**config.mk**
```make
export PLATFORM = sky130hd
export DESIGN_NAME = wpr_ram
export DESIGN_NICKNAME = d
export VERILOG_FILES = /design/src/sv/wpr_ram.sv
export SDC_FILE = /design/constraint.sdc
export NUM_CORES = 1
export LEC_CHECK = 0
export ABC_AREA = 1
export BUFFER_PORTS_ARGS = -buffer_cell sky130_fd_sc_hd__buf_4
export CAP_MARGIN = 20
export CORE_MARGIN = 2
export CORE_UTILIZATION = 40
export DETAILED_ROUTE_END_ITERATION = 10
export PLACE_DENSITY = 0.59
export SLEW_MARGIN = 25
export SYNTH_ARGS = -nofsm -noshare
export SYNTH_HDL_FRONTEND = slang
export SYNTH_SLANG_ARGS = --single-unit
```
**constraint.sdc**
```tcl
create_clock -name i_clk -period 1.3 [get_ports i_clk]
set_clock_uncertainty 0.1 [all_clocks]
set_input_delay 0.065 -clock i_clk [delete_from_list [all_inputs] [get_ports i_clk]]
set_output_delay 0.065 -clock i_clk [all_outputs]
set_load 0.05 [all_outputs]
```
**src/sv/wpr_ram.sv**
```systemverilog
// Generic simple dual-port RAM: one write port, one registered read port.
// A read at the address being written returns the old contents. No dependencies.
module wpr_ram #(
    parameter int WIDTH = 8,
    parameter int DEPTH = 16
) (
    input  logic                     i_clk,
    input  logic                     i_wr_en,
    input  logic [$clog2(DEPTH)-1:0] i_wr_addr,
    input  logic [WIDTH-1:0]         i_wr_data,
    input  logic                     i_rd_en,
    input  logic [$clog2(DEPTH)-1:0] i_rd_addr,
    output logic [WIDTH-1:0]         o_rd_data
);

    logic [WIDTH-1:0] r_mem [DEPTH];
    logic [WIDTH-1:0] r_rd_data;

    always_ff @(posedge i_clk) begin
        if (i_wr_en) begin
            r_mem[i_wr_addr] <= i_wr_data;
        end
        if (i_rd_en) begin
            r_rd_data <= r_mem[i_rd_addr];
        end
    end

    assign o_rd_data = r_rd_data;

endmodule

```
# Word level (Yosys, flattened, before mapping)
# Memories as Yosys holds them, arrays and structs flattened. A register that Yosys moved wholly into a read port is not among the register bits.
# Cells that the tools add are included.
[op_classes]
shift = 0
n_eq_ne = 0
magnitude_cmp = 0
addsub = 0
n_mul = 0
div_mod_pow = 0
n_reduce_logical = 0
bitwise_logic = 0
n_mux = 2
[ops]
columns = ["cell", "n"]
rows = [
  ["1-bit 2-to-1 mux", 2],
]
[word_totals]
output_inout_bits = 8
inputBits = 19
latchBits = 0
reg_bits = 0
wordCells = 3
n_memories = 1
mem_bits_ro = 0
mem_bits_rw = 128
[memory_table]
columns = ["name", "words", "word_bits", "read_ports", "rd_clocked_by_memory_dff", "write_ports", "line", "source"]
rows = [
  ["r_mem", 16, 8, 1, 1, 1, "16", "logic [WIDTH-1:0] r_mem [DEPTH];"],
]

# Longest topological paths before layout
[depth]
word_depth = 2
ltp_mapped = 8
ltp_nobuf = 7

# Worst setup path after synthesis
# OpenSTA, ideal clock, no wires.
[synth_timing]
kind = "input -> register"
startpoint = "input i_wr_addr[2]"
endpoint = "memory r_mem[10][0] (enable)"
stages = 2
slack_ns = 0.184
n_path_buf = 0
t_arrival_ns = 0.646
t_required_ns = 0.830
setup_ns = 0.370
path_cell_list = "nand3b_1 nor2_1"
[synth_lines]
columns = ["element", "line", "source"]
rows = [
  ["start, declared", "9", "input logic [$clog2(DEPTH)-1:0] i_wr_addr,"],
  ["end, declared", "16", ""],
]
# Straight into the memory's write port.

==> impl.org <==
** Run status
- Status :: finished clean

** STA
- Counting I/O delays and the setup requirement, the final critical path takes around 1.3 ns.
- Setup violations remaining at the end of the flow were counted as 0.
- Final hold vios :: 0
- Setup repair after global routing could not meet its margin everywhere.
- In the final timing run, aggregate negative setup slack is 0 ns.
- Worst slew pin tran :: 0.613 ns
- The number of pins with negative max-slew slack in the final report came to 0.
- Maximum frequency from static timing analysis :: around 0.79 GHz
- Final critical-path share of the clock period :: between 90% and 100%
- In this run the tightest slew margin relative to its limit is between 50% and 60%.

** Critical path
- Reg2Reg Launch Point :: r_mem[7][4]$_DFFE_PP_
- Sequence of cells on the critical path :: inv_1, nand2_1, nand3_1, nand3_1, nand3_2, nand2_1
- Cell family with most CP delay :: simple AND/OR/NAND/NOR gates
- Count of cell instances traversed by the critical path :: 6
- For this design, the slowest cell found on the critical path is sky130_fd_sc_hd__edfxtp_1.
- Critical setup path kind :: register to register
- Critical path origin :: r_mem[7][4]$_DFFE_PP_
- Required time at the endpoint of the critical path :: 1.37 ns
- Critical path endpoint category :: register
- In this design, the stage delay of the slowest critical-path cell is 0.36 ns.
- Startpoint Class :: register
- Data arrival at the endpoint of the critical path :: between 1 and 1.5 ns
- Crit Path Max Fanout :: 1
- The number of buffers and inverters on the critical path is 1.
- FF-to-FF path depth :: 6
- Critical path capture point :: o_rd_data[4]$_DFFE_PP_
- In this run the register-to-register setup slack is 0.04 ns.
- Capturing point of the worst reg2reg path :: o_rd_data[4]$_DFFE_PP_

** Floorplan
- Ports :: 27
- The floorplan step defined a die boundary enclosing approximately 16,000 um^2.
- Area inside the core boundary :: approximately 14,000 um^2
- Effective utilization at floorplan :: 40.5%
- In this run the horizontal extent of the chip is 125 um.
- Die boundary height :: between 100 and 150 um
- Core Rows :: 44

** Finish
- Leaving out fill and tap cells, the most frequent cells in the layout are 173 x sky130_fd_sc_hd__nand2_1, 136 x sky130_fd_sc_hd__edfxtp_1, 100 x sky130_fd_sc_hd__inv_1.
- After filler insertion, the fill cell instance count of the layout stands at 1,312.
- Summing all non-filler instances in the final layout gives an area of a little over 7000 um^2.
- Synthesis-to-finish area growth :: 20.6%
- Fraction of final layout cells sized beyond drive strength 1 :: between 10% and 20%
- Diodes inserted :: 0
- The library cell used most frequently in the layout, excluding fill and tap cells, is sky130_fd_sc_hd__nand2_1.
- After the last flow step, the layout net total stands at about 630.

** Power and ir drop
- Switching Power :: roughly 2.2 mW
- In this run, the combinational gates consume between 7 and 8% of the power.
- In this run the static leakage power is 3.04 nW.
- Per report_power, the clock group accounts for between 40% and 50% of the total.
- IR drop worst, VDD :: just under 0.0009 V
- Registers are responsible for 47.8% of the overall power.
- Cell internal power was estimated by the tool at 8.16 mW.
- PD cells :: around 1500 nW/um^2
- Switching part of the total power :: 21.5%
- Power consumption :: 10.4 mW

** Min path
- In this run the worst hold path is classified as input port to register.

** Flow run
- Max-cap violations in this run came to 0.

** Clock network
- Clock network latency to the later pin of the worst-skew pair :: 0.42 ns
- No sink is reached through more buffers than the 2 on the longest clock path.
- TritonCTS built the clock tree.
- Clk Tree Root Cell :: sky130_fd_sc_hd__clkbuf_16
- Number of clock sinks :: 136
- Worst-path clk slew :: 0.05 ns
- Total number of H-tree levels :: 4
- Buffers inserted during clock tree synthesis total 17.

** GRT
- The number of antenna violations at the first check in global routing is 0.
- Vias in the first global route :: 3,905
- The total overflow left after global routing is 0.
- First-pass GRT wire length :: 20.9 mm
- Global router's overall resource usage :: 18.0%
- Largest net degree at the start of global routing :: 33

** Logic synthesis
- Largest area contributor in the netlist :: sky130_fd_sc_hd__edfxtp_1
- Area fraction of the dominant cell type after synthesis :: 69.8%
- Biggest area contributors in the synthesized netlist :: sky130_fd_sc_hd__edfxtp_1 70%, sky130_fd_sc_hd__nand2_1 11%, sky130_fd_sc_hd__nand3_1 8.3%
- The Yosys step of the flow raised 0 warnings.
- The average instance in the mapped netlist occupies 10.6 um^2.
- Number of instances in the synthesized netlist :: 551
- Summed instance area of the synthesized netlist :: between 5000 and 6000 um^2
- After synthesis, the netlist uses 11 different library cells.
- Post-Syn Nets :: 570
- Part of the Yosys area used for sequential elements :: 69.8%
- Count of state elements after synthesis :: between 100 and 150

** Route
- After the first detailed-routing iteration, the DRC count stood at 347.
- Number of nets still failing antenna checks after routing :: 0
- Total length of routed wires :: 13.3 mm
- After detailed routing, the average wire length per cell comes to between 15 and 20 um.
- After detailed routing, the number of vias per cell comes to 4.92.
- For this run, design rule violations remaining after detail routing come to 0.
- Via count :: 3,944
- Before antenna repair, the detailed router went through 5 iterations.

** Placed design
- The count of buffers added on input and output ports is 26.
- Summing all placed instances gives a cell area of 6350 um^2.
- Detailed Place HPWL :: 8.37 mm
- Final Wtd Congestion :: 0.900
## power by group through the flow
stage | clock, mW | combinational (mW) | sequential, mW
after floorplan | 0 | 0.346 | 5.13
after global placement | 0 | 0.711 | 5.06
after detailed placement | 0 | 0.724 | 5.06
after CTS | 4.70 | 0.751 | 4.97
after global routing | 4.90 | 0.827 | 4.98
final | 4.66 | 0.755 | 4.97
## worst min path at each step
stage	from	to	slack [ns]	cells past startpoint
global placement	i_rd_en	o_rd_data[5]$_DFFE_PP_	0.26	1
global route	i_rd_addr[2]	o_rd_data[7]$_DFFE_PP_	0.04	4
CTS	i_rd_addr[2]	o_rd_data[4]$_DFFE_PP_	0.03	4
floorplan	i_wr_data[0]	r_mem[0][0]$_DFFE_PP_	0.06	0
detailed placement	i_rd_en	o_rd_data[4]$_DFFE_PP_	0.27	1
finish	i_rd_addr[2]	o_rd_data[1]$_DFFE_PP_	0.03	4
## routing by layer
| metal | part of all wire (%) | vias up | track usage [%] | routed length [um] |
|---|---|---|---|---|
| li1 | - | 1890 | - | - |
| met1 | 43 | 1908 | 22.3 | 5660 |
| met2 | 50 | 123 | 29.5 | 6630 |
| met3 | 5.6 | 23 | 4.94 | 744 |
| met4 | 2.0 | 0 | 8.17 | 266 |
| met5 | 0 | - | 0 | 0 |
## timing repair
item | CTS | global route
endpoints found under the setup margin | 0 | 6
resized for setup | 0 | 7
buffers inserted | 0 | 0
hold endpoints to repair | 144 | 0
hold buffers | 10 | 0
## registers in the layout, indices dropped and copies added (netlist names)
register   flops
o_rd_data      8
r_mem        128
## area by class of cell
type	instances	area, um^2	area share (%)
clock inverters	11	131	1.86
flip-flops and latches	136	4080	57.9
clock buffers	20	437	6.19
well taps	184	230	3.26
multi-input cells	289	1250	17.7
inverters	102	383	5.43
repair buffers	60	538	7.63
## cell families (layout without fill, tap and decap cells)
logic type	count (synthesis)	after routing	synth area share (%)
and+or+nand+nor	289	289	20.8
DFF	136	136	69.8
buffers and inverters	126	193	9.39
## cells in the mapped netlist
master                     number
sky130_fd_sc_hd__buf_1          1
sky130_fd_sc_hd__buf_2         13
sky130_fd_sc_hd__buf_4          4
sky130_fd_sc_hd__buf_6          6
sky130_fd_sc_hd__edfxtp_1     136
sky130_fd_sc_hd__inv_1        100
sky130_fd_sc_hd__inv_2          2
sky130_fd_sc_hd__nand2_1      173
sky130_fd_sc_hd__nand3_1       97
sky130_fd_sc_hd__nand3b_1       2
sky130_fd_sc_hd__nor2_1        17
## metrics by stage
stage	utilization (%)	cells	hold WS (ns)	worst slack (ns)
after floorplan	-	551	0.0639	0.184
after global placement	44.0	761	0.256	-0.137
after detailed placement	44.0	761	0.270	-0.174
after CTS	48.6	802	0.0312	0.0375
after global routing	48.9	802	0.0444	-0.0181
final	48.9	802	0.0327	0.0417
## worst reg2reg max path: cells and delay by family, from the launching register on
| kind | cells | cell delay [ns] |
|---|---|---|
| and+or+nand+nor | 5 | 0.49 |
| buffers and inverters | 1 | 0.06 |
| DFF | 1 | 0.36 |
No activity file was read; power rests on OpenSTA's default activity.
